==> src/rtl/msp_pkg.sv <==
// Shared types and constants for the MSP v1 request-frame parser.
// No dependencies; used by msp_rx, msp_rel and msp_v1_frame_parser.
package msp_pkg;

    // Header characters of a request frame
    localparam logic [7:0] C_SOF_DOLLAR = 8'h24;  // '$'
    localparam logic [7:0] C_SOF_M      = 8'h4D;  // 'M'
    localparam logic [7:0] C_SOF_ARROW  = 8'h3C;  // '<'

    // Parser phases, one-hot
    typedef enum logic [5:0] {
        PH_IDLE    = 6'b000001,
        PH_DOLLAR  = 6'b000010,
        PH_M       = 6'b000100,
        PH_ARROW   = 6'b001000,
        PH_SIZE    = 6'b010000,
        PH_PAYLOAD = 6'b100000
    } t_phase;

    // Release sequencer states, one-hot
    typedef enum logic [2:0] {
        RL_IDLE = 3'b001,
        RL_READ = 3'b010,
        RL_LOAD = 3'b100
    } t_rel_state;

    // Handoff of a validated frame from parser to release sequencer
    typedef struct packed {
        logic       start;
        logic [7:0] cmd;
        logic [7:0] len;
    } t_frame;

endpackage

==> src/rtl/msp_v1_frame_parser.sv <==
// Top level of the MSP v1 request-frame parser.
// Depends on msp_pkg, msp_buf, msp_rx and msp_rel.
//
//   channel | valid       | ready       | payload
//   --------+-------------+-------------+-------------------------------------------
//   rx in   | i_rx_valid  | o_rx_ready  | i_rx_byte
//   res out | o_res_valid | i_res_ready | o_command_id, o_has_payload,
//           |             |             | o_payload_byte, o_byte_index, o_last_of_frame
//
// Header, size, command and payload bytes are taken one per cycle outside a release.
// A checksum byte that matches starts a release: input is held off while the
// sequencer walks the buffer, each payload result taking a read of the registered read
// port and then a load of the result register; an empty frame takes only the load.
// A stalled result register holds the sequencer in place; input reopens once the
// last result is loaded. Reset is synchronous, active low; the buffer needs no clearing.
module msp_v1_frame_parser #(
    parameter int PAYLOAD_DEPTH = 64
) (
    input  logic       i_clk,
    input  logic       i_rst_n,
    input  logic       i_rx_valid,
    output logic       o_rx_ready,
    input  logic [7:0] i_rx_byte,
    output logic       o_res_valid,
    input  logic       i_res_ready,
    output logic [7:0] o_command_id,
    output logic       o_has_payload,
    output logic [7:0] o_payload_byte,
    output logic [5:0] o_byte_index,
    output logic       o_last_of_frame
);

    localparam int AW = (PAYLOAD_DEPTH > 1) ? $clog2(PAYLOAD_DEPTH) : 1;

    msp_pkg::t_frame w_frame;
    logic            w_busy;
    logic            w_acc;
    logic            w_wr_en;
    logic [AW-1:0]   w_wr_addr;
    logic [7:0]      w_wr_data;
    logic            w_rd_en;
    logic [AW-1:0]   w_rd_addr;
    logic [7:0]      w_rd_data;

    // Input is blocked while a frame is being released
    assign o_rx_ready = !w_busy;
    assign w_acc      = i_rx_valid && !w_busy;

    msp_rx #(
        .PAYLOAD_DEPTH(PAYLOAD_DEPTH),
        .AW           (AW)
    ) u_rx (
        .i_clk    (i_clk),
        .i_rst_n  (i_rst_n),
        .i_acc    (w_acc),
        .i_rx_byte(i_rx_byte),
        .o_frame  (w_frame),
        .o_wr_en  (w_wr_en),
        .o_wr_addr(w_wr_addr),
        .o_wr_data(w_wr_data)
    );

    msp_buf #(
        .DEPTH(PAYLOAD_DEPTH),
        .AW   (AW)
    ) u_buf (
        .i_clk    (i_clk),
        .i_wr_en  (w_wr_en),
        .i_wr_addr(w_wr_addr),
        .i_wr_data(w_wr_data),
        .i_rd_en  (w_rd_en),
        .i_rd_addr(w_rd_addr),
        .o_rd_data(w_rd_data)
    );

    msp_rel #(
        .AW(AW)
    ) u_rel (
        .i_clk          (i_clk),
        .i_rst_n        (i_rst_n),
        .i_frame        (w_frame),
        .o_busy         (w_busy),
        .o_rd_en        (w_rd_en),
        .o_rd_addr      (w_rd_addr),
        .i_rd_data      (w_rd_data),
        .o_res_valid    (o_res_valid),
        .i_res_ready    (i_res_ready),
        .o_command_id   (o_command_id),
        .o_has_payload  (o_has_payload),
        .o_payload_byte (o_payload_byte),
        .o_byte_index   (o_byte_index),
        .o_last_of_frame(o_last_of_frame)
    );

    // Buffer is never written and read in the same cycle
    a_no_rw_overlap: assert property (@(posedge i_clk) disable iff (!i_rst_n)
        !(w_wr_en && w_rd_en))
        else $error("payload buffer written during release");

endmodule

==> src/rtl/msp_buf.sv <==
// Payload buffer: one write port, one registered read port.
// No dependencies; instantiated by msp_v1_frame_parser.
module msp_buf #(
    parameter int DEPTH = 64,
    parameter int AW    = 6
) (
    input  logic          i_clk,
    input  logic          i_wr_en,
    input  logic [AW-1:0] i_wr_addr,
    input  logic [7:0]    i_wr_data,
    input  logic          i_rd_en,
    input  logic [AW-1:0] i_rd_addr,
    output logic [7:0]    o_rd_data
);

    logic [7:0] r_mem [DEPTH];
    logic [7:0] r_rd_data;

    // Write port
    always_ff @(posedge i_clk) begin
        if (i_wr_en) begin
            r_mem[i_wr_addr] <= i_wr_data;
        end
    end

    // Read port, registered; data holds until the next read
    always_ff @(posedge i_clk) begin
        if (i_rd_en) begin
            r_rd_data <= r_mem[i_rd_addr];
        end
    end

    assign o_rd_data = r_rd_data;

endmodule

==> src/rtl/msp_rx.sv <==
// Byte-level frame parser: header match, size check, XOR checksum, payload write.
// Depends on msp_pkg; writes payload bytes into msp_buf.
module msp_rx #(
    parameter int PAYLOAD_DEPTH = 64,
    parameter int AW            = 6
) (
    input  logic            i_clk,
    input  logic            i_rst_n,
    input  logic            i_acc,
    input  logic [7:0]      i_rx_byte,
    output msp_pkg::t_frame o_frame,
    output logic            o_wr_en,
    output logic [AW-1:0]   o_wr_addr,
    output logic [7:0]      o_wr_data
);

    msp_pkg::t_phase r_phase, n_phase;
    logic [7:0] r_len, n_len;
    logic [7:0] r_cnt, n_cnt;
    logic [7:0] r_xor, n_xor;
    logic [7:0] r_cmd, n_cmd;

    // Next-state logic for one accepted byte
    always_comb begin
        n_phase       = r_phase;
        n_len         = r_len;
        n_cnt         = r_cnt;
        n_xor         = r_xor;
        n_cmd         = r_cmd;
        o_frame.start = 1'b0;
        o_frame.cmd   = r_cmd;
        o_frame.len   = r_len;
        o_wr_en       = 1'b0;
        if (i_acc) begin
            unique case (r_phase)
                msp_pkg::PH_DOLLAR: begin
                    n_phase = (i_rx_byte == msp_pkg::C_SOF_M) ? msp_pkg::PH_M
                                                              : msp_pkg::PH_IDLE;
                end
                msp_pkg::PH_M: begin
                    n_phase = (i_rx_byte == msp_pkg::C_SOF_ARROW) ? msp_pkg::PH_ARROW
                                                                  : msp_pkg::PH_IDLE;
                end
                msp_pkg::PH_ARROW: begin
                    // oversize frames are ignored
                    if (i_rx_byte > 8'(PAYLOAD_DEPTH)) begin
                        n_phase = msp_pkg::PH_IDLE;
                    end else begin
                        n_len   = i_rx_byte;
                        n_xor   = i_rx_byte;
                        n_cnt   = 8'd0;
                        n_phase = msp_pkg::PH_SIZE;
                    end
                end
                msp_pkg::PH_SIZE: begin
                    n_cmd   = i_rx_byte;
                    n_xor   = r_xor ^ i_rx_byte;
                    n_phase = msp_pkg::PH_PAYLOAD;
                end
                msp_pkg::PH_PAYLOAD: begin
                    if (r_cnt < r_len) begin
                        n_xor   = r_xor ^ i_rx_byte;
                        o_wr_en = 1'b1;
                        n_cnt   = r_cnt + 8'd1;
                    end else begin
                        // checksum byte: release on match, drop otherwise
                        o_frame.start = (r_xor == i_rx_byte);
                        n_phase       = msp_pkg::PH_IDLE;
                    end
                end
                default: begin
                    n_phase = (i_rx_byte == msp_pkg::C_SOF_DOLLAR) ? msp_pkg::PH_DOLLAR
                                                                   : msp_pkg::PH_IDLE;
                end
            endcase
        end
    end

    assign o_wr_addr = r_cnt[AW-1:0];
    assign o_wr_data = i_rx_byte;

    // Parser state
    always_ff @(posedge i_clk) begin
        if (!i_rst_n) begin
            r_phase <= msp_pkg::PH_IDLE;
            r_len   <= 8'd0;
            r_cnt   <= 8'd0;
            r_xor   <= 8'd0;
            r_cmd   <= 8'd0;
        end else begin
            r_phase <= n_phase;
            r_len   <= n_len;
            r_cnt   <= n_cnt;
            r_xor   <= n_xor;
            r_cmd   <= n_cmd;
        end
    end

    // Payload writes stay inside the announced length
    a_wr_in_len: assert property (@(posedge i_clk) disable iff (!i_rst_n)
        o_wr_en |-> (r_cnt < r_len && r_phase == msp_pkg::PH_PAYLOAD))
        else $error("payload write beyond frame length");

    // A release only follows a completely received payload
    a_start_full: assert property (@(posedge i_clk) disable iff (!i_rst_n)
        o_frame.start |-> (r_cnt == r_len))
        else $error("frame released before payload complete");

    // Length held in range of the buffer
    a_len_range: assert property (@(posedge i_clk) disable iff (!i_rst_n)
        r_phase == msp_pkg::PH_PAYLOAD |-> r_len <= 8'(PAYLOAD_DEPTH))
        else $error("frame length exceeds buffer depth");

endmodule

==> src/rtl/msp_rel.sv <==
// Release sequencer: walks the payload buffer and drives the result register.
// Depends on msp_pkg; reads payload bytes from msp_buf.
module msp_rel #(
    parameter int AW = 6
) (
    input  logic            i_clk,
    input  logic            i_rst_n,
    input  msp_pkg::t_frame i_frame,
    output logic            o_busy,
    output logic            o_rd_en,
    output logic [AW-1:0]   o_rd_addr,
    input  logic [7:0]      i_rd_data,
    output logic            o_res_valid,
    input  logic            i_res_ready,
    output logic [7:0]      o_command_id,
    output logic            o_has_payload,
    output logic [7:0]      o_payload_byte,
    output logic [5:0]      o_byte_index,
    output logic            o_last_of_frame
);

    msp_pkg::t_rel_state r_state, n_state;
    logic [7:0] r_k, n_k;
    logic [7:0] r_len, n_len;
    logic [7:0] r_cmd, n_cmd;

    logic       r_out_valid;
    logic [7:0] r_out_cmd;
    logic       r_out_has;
    logic [7:0] r_out_byte;
    logic [5:0] r_out_idx;
    logic       r_out_last;

    logic w_out_free;
    logic w_load;
    logic w_empty;
    logic w_last;

    assign w_out_free = !r_out_valid || i_res_ready;
    assign w_empty    = (r_len == 8'd0);
    assign w_last     = w_empty || (8'(r_k + 8'd1) == r_len);
    assign w_load     = (r_state == msp_pkg::RL_LOAD) && w_out_free;

    // Sequencer next state
    always_comb begin
        n_state = r_state;
        n_k     = r_k;
        n_len   = r_len;
        n_cmd   = r_cmd;
        unique case (r_state)
            msp_pkg::RL_IDLE: begin
                if (i_frame.start) begin
                    n_len   = i_frame.len;
                    n_cmd   = i_frame.cmd;
                    n_k     = 8'd0;
                    n_state = (i_frame.len == 8'd0) ? msp_pkg::RL_LOAD : msp_pkg::RL_READ;
                end
            end
            msp_pkg::RL_READ: begin
                n_state = msp_pkg::RL_LOAD;
            end
            msp_pkg::RL_LOAD: begin
                if (w_out_free) begin
                    n_k     = r_k + 8'd1;
                    n_state = w_last ? msp_pkg::RL_IDLE : msp_pkg::RL_READ;
                end
            end
            default: begin
                n_state = msp_pkg::RL_IDLE;
            end
        endcase
    end

    assign o_busy    = (r_state != msp_pkg::RL_IDLE);
    assign o_rd_en   = (r_state == msp_pkg::RL_READ);
    assign o_rd_addr = r_k[AW-1:0];

    // Sequencer registers
    always_ff @(posedge i_clk) begin
        if (!i_rst_n) begin
            r_state <= msp_pkg::RL_IDLE;
            r_k     <= 8'd0;
        end else begin
            r_state <= n_state;
            r_k     <= n_k;
        end
    end

    always_ff @(posedge i_clk) begin
        r_len <= n_len;
        r_cmd <= n_cmd;
    end

    // Result register
    always_ff @(posedge i_clk) begin
        if (!i_rst_n) begin
            r_out_valid <= 1'b0;
        end else if (w_load) begin
            r_out_valid <= 1'b1;
        end else if (i_res_ready) begin
            r_out_valid <= 1'b0;
        end
    end

    always_ff @(posedge i_clk) begin
        if (w_load) begin
            r_out_cmd  <= r_cmd;
            r_out_has  <= !w_empty;
            r_out_byte <= w_empty ? 8'd0 : i_rd_data;
            r_out_idx  <= r_k[5:0];
            r_out_last <= w_last;
        end
    end

    assign o_res_valid     = r_out_valid;
    assign o_command_id    = r_out_cmd;
    assign o_has_payload   = r_out_has;
    assign o_payload_byte  = r_out_byte;
    assign o_byte_index    = r_out_idx;
    assign o_last_of_frame = r_out_last;

    // Every buffer read is followed by the load state
    a_read_then_load: assert property (@(posedge i_clk) disable iff (!i_rst_n)
        r_state == msp_pkg::RL_READ |=> r_state == msp_pkg::RL_LOAD)
        else $error("buffer read not followed by load");

    // Reads stay within the frame
    a_read_in_len: assert property (@(posedge i_clk) disable iff (!i_rst_n)
        o_rd_en |-> r_k < r_len)
        else $error("buffer read beyond frame length");

    // A new frame only arrives when the sequencer is idle
    a_start_idle: assert property (@(posedge i_clk) disable iff (!i_rst_n)
        i_frame.start |-> r_state == msp_pkg::RL_IDLE)
        else $error("frame handed over while releasing");

    // An empty frame gives exactly one result at index zero
    a_empty_single: assert property (@(posedge i_clk) disable iff (!i_rst_n)
        w_load && w_empty |-> r_k == 8'd0)
        else $error("empty frame released more than once");

endmodule

==> config.mk <==
export PLATFORM = sky130hd
export DESIGN_NAME = msp_v1_frame_parser
export DESIGN_NICKNAME = d
export VERILOG_FILES = /design/src/rtl/msp_pkg.sv /design/src/rtl/msp_v1_frame_parser.sv /design/src/rtl/msp_buf.sv /design/src/rtl/msp_rx.sv /design/src/rtl/msp_rel.sv
export SDC_FILE = /design/constraint.sdc
export NUM_CORES = 1
export LEC_CHECK = 0
export ABC_CLOCK_PERIOD_IN_PS = 4100
export BUFFER_PORTS_ARGS = -buffer_cell sky130_fd_sc_hd__buf_2
export CORE_ASPECT_RATIO = 1.5
export CORE_UTILIZATION = 55
export DETAILED_ROUTE_END_ITERATION = 8
export GPL_TIMING_DRIVEN = 1
export PLACE_DENSITY = 0.74
export SLEW_MARGIN = 40
export SYNTH_ARGS = -nofsm -noshare
export SYNTH_HDL_FRONTEND = slang
export SYNTH_SLANG_ARGS = --single-unit
==> constraint.sdc <==
create_clock -name i_clk -period 4.1 [get_ports i_clk]
set_clock_uncertainty 0.15 [all_clocks]
set_input_delay 0.82 -clock i_clk [delete_from_list [all_inputs] [get_ports i_clk]]
set_output_delay 0.82 -clock i_clk [all_outputs]
set_load 0.02 [all_outputs]
==> flow_summary.json, run 1 <==
{
  "ctsHoldBuffers": 0,
  "io_pins": 38,
  "n_fill_cell": 3010,
  "synth_cell_types": 64,
  "cts_sinks": 610,
  "cts_buffer_depth": 3,
  "p_int_w": 0.00948,
  "synth_cells": 1345,
  "layout-drive-gt1-share_pct": 25.4,
  "synth-seq-area-share_pct": 72.6,
  "cp-start-kind": "flip-flop",
  "startpoint": "u_rx.r_phase[1]",
  "critical_path.endpoint": "u_buf.r_mem[18][1]",
  "path_clk_slew_ns": 0.07,
  "critPathRequiredTime_ns": 4.16,
  "initial_core_util_pct": 55.9,
  "power_density_mw_per_mm2": 430,
  "ctsRootBufferMaster": "clkbuf_16",
  "layout.cells.most_common_list": "560 x edfxtp_1, 144 x mux4_2, 110 x nor2_1",
  "hold_class": "flip-flop to flip-flop",
  "critPathMaxStageDelay_ns": 0.78,
  "post-place-cells": 1941,
  "synth_flop_cell": "edfxtp_1",
  "switchingPower_w": 0.00230,
  "worst_pin_slew_ns": 0.867,
  "cts_made_buffers": 51,
  "clk_latency_ns": 0.58,
  "gr-total-overflow": 0,
  "r2r_start": "u_rx.r_phase[1]",
  "rr_worst_depth": 6,
  "layout.cells.non_filler": 2037,
  "die_w_um": 174,
  "leakage_nw": 8.32,
  "rows": 94,
  "cp.depth": 6,
  "switching_share_pct": 19.5,
  "setup_tns_ns": 0,
  "ys_seq_elements": 610,
  "cp_cell_sequence": "or3_4, or4b_4, nor2_2, o211ai_1, or4b_1, nor2_1",
  "final_util_pct": 62.4,
  "area_growth_pct": 11.6,
  "syn_area_per_cell_um2": 18.2,
  "crit_fanout": 14,
  "max_cap_violations": 0,
  "peakVddDrop_v": 0.000288,
  "critPathTopFamily": "simple AND/OR/NAND/NOR gates",
  "nets": 1440,
  "arrival_ns": 3.68,
  "grt_pass1_wl_um": 80600,
  "dpl_cell_area_mm2": 0.0257,
  "wl_um": 53900,
  "die_h_um": 261,
  "dp_hpwl_um": 34700,
  "cts-htree-levels": 2,
  "cts_resized": 0,
  "gp_congestion": 0.874,
  "layout_min_cycle_time_ns": 3.62,
  "cp_slowest_cell": "or4b_1",
  "syn_nets": 1366,
  "yosys.area_share.simple_pct": 5.58,
  "via_per_inst": 6.30,
  "die-area_mm2": 0.0455,
  "drc_errors": 0,
  "num_vias": 12800,
  "power_frac_comb_pct": 1.6,
  "synth_mux_area_share_pct": 15.2,
  "timing.hold.ws_ns": 0.270,
  "grt_max_degree": 71,
  "period_share_pct": 88.3,
  "synth_compound_area_share_pct": 3.85,
  "synth_area_leaders": "edfxtp_1 69%, mux4_2 13%, dfxtp_1 4.1%, nor2_1 1.7%, mux2_2 1.1%",
  "synth_edf_count": 560,
  "ant_nets": 0,
  "run_status": "complete, no violations",
  "clkPwrFrac_pct": 40.8,
  "syn-cell-area_mm2": 0.0245,
  "r2r-end": "u_buf.r_mem[18][1]",
  "synth_warnings": 0,
  "num_antenna_cells": 0,
  "rrSetupSlack_ns": 0.48,
  "crit_buf_inv": 0,
  "drt_iter0_markers": 1290,
  "antenna_found_initial": 1,
  "p_seq_share_pct": 57.5,
  "grt_pass1_vias": 13000,
  "synthAdderAreaFrac_pct": 0.459,
  "setup_viol": 0,
  "cts_setup_buffers": 0,
  "cts_tree": "done",
  "synth_top_family_by_area": "multiplexers",
  "coreArea_mm2": 0.0439,
  "criticalPathCategory": "flip-flop to flip-flop",
  "grt_usage_pct": 24.1,
  "synthXorXnorAreaFrac_pct": 0.679,
  "async_reset_ff_share_pct": 0,
  "dr.pass1.iters": 5,
  "synth_top_cell_area_share_pct": 68.6,
  "design_area_mm2": 0.0274,
  "final_common_cell": "edfxtp_1",
  "yosys.area.top_type": "edfxtp_1",
  "drv_slew": 0,
  "place.port_buffers": 37,
  "relSlewSlack_pct": 42.2,
  "cp-end-kind": "flip-flop",
  "fmax_mhz": 276,
  "wl_per_cell_um": 26.5,
  "rsz0062_at_grt": "no",
  "finalHoldViolCount": 0
}
[through the flow]
stage	total power, W	setup slack (ns)
after floorplan	0.00698	0.344
after global placement	0.00709	0.620
after detailed placement	0.00710	0.511
after CTS	0.0118	0.503
after global routing	0.0120	0.321
final	0.0118	0.478
[registers in the layout (all words and copies together), names as in the netlist]
register	flops
u_rel.o_byte_index	6
u_rx.r_len	8
u_buf.o_rd_data	8
u_rel.o_has_payload	1
u_rx.r_xor	8
u_rel.r_k	8
u_rel.o_payload_byte	8
u_rel.o_last_of_frame	1
u_rel.o_res_valid	1
u_rel.o_command_id	8
u_rel.r_state	3
u_rx.r_cnt	8
u_buf.r_mem	512
u_rel.r_len	8
u_rx.r_cmd	8
u_rx.r_phase	6
u_rel.r_cmd	8
[metal layers]
| layer | global-route usage, % | up-vias | routed length (um) |
|---|---|---|---|
| li1 | - | 5584 | - |
| met1 | 30.0 | 6640 | 20100 |
| met2 | 43.4 | 510 | 28900 |
| met3 | 2.80 | 100 | 2990 |
| met4 | 9.14 | 2 | 1920 |
| met5 | 0 | - | 12 |
[cells in the mapped netlist (all sizes together), types with 10 or more instances]
library cell / instances
a211oi: 14
buf: 25
nor2b: 13
nand2: 57
o211ai: 16
xnor2: 13
mux2: 24
mux4: 144
inv: 11
nor2: 113
nand4: 15
a21oi: 39
and2: 10
clkbuf: 61
o21ai: 22
dfxtp: 50
edfxtp: 560
mux2i: 22
[kinds of logic after synthesis]
| logic type | after synthesis |
|---|---|
| multiplexers | 190 |
| buffers and inverters | 97 |
| flip-flops | 610 |
| AO/OA/AOI/OAI | 142 |
| adder cells (fa/ha/maj) | 9 |
| XOR/XNOR | 19 |
| AND/OR/NAND/NOR | 278 |
[cell type report]
cell class / instances / area (um2) / area share (%)
multi-input combinational: 638 / 6350 / 23.2
sequential: 610 / 17800 / 65.1
clock inverter: 33 / 308 / 1.12
inverter: 11 / 41.3 / 0.151
clock buffer: 62 / 1350 / 4.93
tap: 576 / 721 / 2.63
timing repair buffer: 107 / 773 / 2.83
[worst min path at each step]
stage / start / end / cells after the start
2_1_floorplan: u_rel.r_cmd[0] / u_rel.o_command_id[0] / 0
3_3_place_gp: u_rel.r_cmd[7] / u_rel.o_command_id[7] / 0
3_5_place_dp: u_rel.r_cmd[3] / u_rel.o_command_id[3] / 0
4_1_cts: u_rel.r_cmd[7] / u_rel.o_command_id[7] / 0
5_1_grt: u_rel.r_cmd[5] / u_rel.o_command_id[5] / 0
6_report: u_rel.r_cmd[3] / u_rel.o_command_id[3] / 0
[power groups by stage]
stage               registers, W  clock network (W)   logic, W
floorplan                0.00691                  0  0.0000615
global placement         0.00691                  0   0.000183
detailed placement       0.00691                  0   0.000190
CTS                      0.00678            0.00486   0.000190
global route             0.00677            0.00506   0.000204
finish                   0.00678            0.00481   0.000192
No activity file was read; power rests on OpenSTA's default activity.
==> inputs of run 2 (changes only) <==
--- a/config.mk
+++ b/config.mk
@@ -5,14 +5,14 @@
 export SDC_FILE = /design/constraint.sdc
 export NUM_CORES = 1
 export LEC_CHECK = 0
-export ABC_CLOCK_PERIOD_IN_PS = 4100
+export ABC_CLOCK_PERIOD_IN_PS = 3150
 export BUFFER_PORTS_ARGS = -buffer_cell sky130_fd_sc_hd__buf_2
 export CORE_ASPECT_RATIO = 1.5
 export CORE_UTILIZATION = 55
 export DETAILED_ROUTE_END_ITERATION = 8
 export GPL_TIMING_DRIVEN = 1
-export PLACE_DENSITY = 0.74
-export SLEW_MARGIN = 40
+export PLACE_DENSITY = 0.77
+export SLEW_MARGIN = 20
 export SYNTH_ARGS = -nofsm -noshare
 export SYNTH_HDL_FRONTEND = slang
 export SYNTH_SLANG_ARGS = --single-unit
==> constraint.sdc (replaced) <==
create_clock -name i_clk -period 3.15 [get_ports i_clk]
set_clock_uncertainty 0.15 [all_clocks]
set_input_delay 0.63 -clock i_clk [delete_from_list [all_inputs] [get_ports i_clk]]
set_output_delay 0.63 -clock i_clk [all_outputs]
set_load 0.02 [all_outputs]
==> flow_summary.json, run 2 (synthesis gave the netlist of run 1 again) <==
{
  "run_status": "complete, no violations",
  "leakage_nw": 8.69,
  "final_util_pct": 63.7,
  "io_pins": 38,
  "layout_min_cycle_time_ns": 3.04,
  "largest_register_ffs": 512,
  "critical_path.endpoint": "u_buf.r_mem[34][2]",
  "multi_input_area_mm2": 0.00636,
  "power_density_mw_per_mm2": 556,
  "area_growth_pct": 14.0,
  "gr-total-overflow": 0,
  "cp-end-kind": "flip-flop",
  "cts-htree-levels": 2,
  "cts_tree": "done",
  "critPathTopFamily": "simple AND/OR/NAND/NOR gates",
  "final_common_cell": "edfxtp_1",
  "register_area_mm2": 0.0178,
  "rrSetupSlack_ns": 0.11,
  "critPathRequiredTime_ns": 3.27,
  "max_cap_violations": 0,
  "top_register": "u_buf.r_mem",
  "relSlewSlack_pct": 34.7,
  "drc_errors": 0,
  "ant_nets": 0,
  "die-area_mm2": 0.0455,
  "num_vias": 13300,
  "cts_made_buffers": 50,
  "grt_usage_pct": 25.5,
  "ctsHoldBuffers": 0,
  "antenna_found_initial": 1,
  "hold_class": "flip-flop to flip-flop",
  "ctsRootBufferMaster": "clkbuf_16",
  "cp.depth": 8,
  "arrival_ns": 3.16,
  "dr.pass1.iters": 6,
  "wl_um": 56400,
  "layout.cells.most_common_list": "560 x edfxtp_1, 144 x mux4_2, 121 x buf_4",
  "setup_viol": 0,
  "grt_pass1_wl_um": 84100,
  "rows": 94,
  "die_w_um": 174,
  "period_share_pct": 96.5,
  "cts_setup_buffers": 0,
  "worst_pin_slew_ns": 0.976,
  "setup_tns_ns": 0,
  "rr_worst_depth": 8,
  "nets": 1501,
  "drv_slew": 0,
  "grt_max_degree": 72,
  "crit_fanout": 8,
  "r2r_start": "u_rx.r_phase[2]",
  "cts_buffer_depth": 3,
  "coreArea_mm2": 0.0439,
  "fmax_mhz": 329,
  "layout-drive-gt1-share_pct": 28.7,
  "finalHoldViolCount": 0,
  "initial_core_util_pct": 55.9,
  "gp_congestion": 0.872,
  "n_fill_cell": 2875,
  "place.port_buffers": 37,
  "peakVddDrop_v": 0.000552,
  "post-place-cells": 2004,
  "cp_slowest_cell": "or4b_1",
  "num_antenna_cells": 0,
  "cp_cell_sequence": "or3_4, or4b_4, nor2_2, o211ai_1, or4b_1, buf_6, nor2_1, buf_4",
  "drt_iter0_markers": 1351,
  "grt_pass1_vias": 13500,
  "r2r-end": "u_buf.r_mem[34][2]",
  "cp-start-kind": "flip-flop",
  "via_per_inst": 6.34,
  "dp_hpwl_um": 35600,
  "critPathMaxStageDelay_ns": 0.52,
  "layout.cells.non_filler": 2096,
  "startpoint": "u_rx.r_phase[2]",
  "cts_sinks": 610,
  "wl_per_cell_um": 26.9,
  "clk_latency_ns": 0.57,
  "die_h_um": 261,
  "criticalPathCategory": "flip-flop to flip-flop",
  "path_clk_slew_ns": 0.07,
  "crit_buf_inv": 2
}
## run 2: cell types whose count changed in the layout (fill, tap and decap cells not counted), sizes merged
cell,previous run,this run
buf,107,169
bufinv,5,7
clkinv,23,17
clkinvlp,2,3
## run 2: layout make-up
class / count / share of cell area, %
clock buffer: 62 / 4.90
inverter: 11 / 0.148
multi-input combinational: 638 / 22.8
tap: 576 / 2.58
sequential: 610 / 63.8
clock inverter: 30 / 1.21
timing repair buffer: 169 / 4.64
## run 2: how the worst min path moves through the flow
stage	cells after the start	startpoint	slack, ns	to
2_1_floorplan	0	u_rel.r_cmd[0]	0.25	u_rel.o_command_id[0]
3_3_place_gp	0	u_rel.r_cmd[6]	0.25	u_rel.o_command_id[6]
3_5_place_dp	0	u_rel.r_cmd[2]	0.26	u_rel.o_command_id[2]
4_1_cts	3	i_rst_n	0.27	u_rel.r_k[0]
5_1_grt	0	u_rel.r_cmd[2]	0.28	u_rel.o_command_id[2]
6_report	0	u_rel.r_cmd[2]	0.27	u_rel.o_command_id[2]
## run 2: timing repair
action,4_1_cts,5_1_grt
setup endpoints to repair,0,103
endpoints found under the hold margin,0,0
resized for setup,0,4
## run 2: metal layers
metal	part of all wire, %	vias up	track usage, %
li1	-	5694	-
met1	35	6775	31.2
met2	52	653	44.5
met3	7.1	159	2.86
met4	5.8	2	13.7
met5	0.023	-	0
## run 2: stage by stage
stage / hold slack (ns) / power [W] / area (um2) / worst slack (ns)
floorplan: 0.250 / 0.00908 / 24500 / 0.0386
global placement: 0.253 / 0.00925 / 26200 / 0.151
finish: 0.273 / 0.0155 / 28000 / 0.111
CTS: 0.270 / 0.0156 / 27900 / 0.0770
detailed placement: 0.255 / 0.00926 / 26200 / 0.103
global route: 0.285 / 0.0159 / 28000 / -0.0264
## run 2: worst reg2reg max path, delay by kind of cell (launching register included)
| family | cells | cell delay [ns] |
|---|---|---|
| and+or+nand+nor | 5 | 1.69 |
| AOI/OAI and AO/OA | 1 | 0.17 |
| DFF | 1 | 0.34 |
| buffers and inverters | 2 | 0.39 |
## run 2: power breakdown
| part | internal [W] | total [W] | switching, W |
|---|---|---|---|
| Clock | 0.00367 | 0.00645 | 0.00278 |
| Combinational | 0.0000563 | 0.000262 | 0.000206 |
| Sequential | 0.00881 | 0.00882 | 0.00000503 |
| Total | 0.0125 | 0.0155 | 0.00299 |
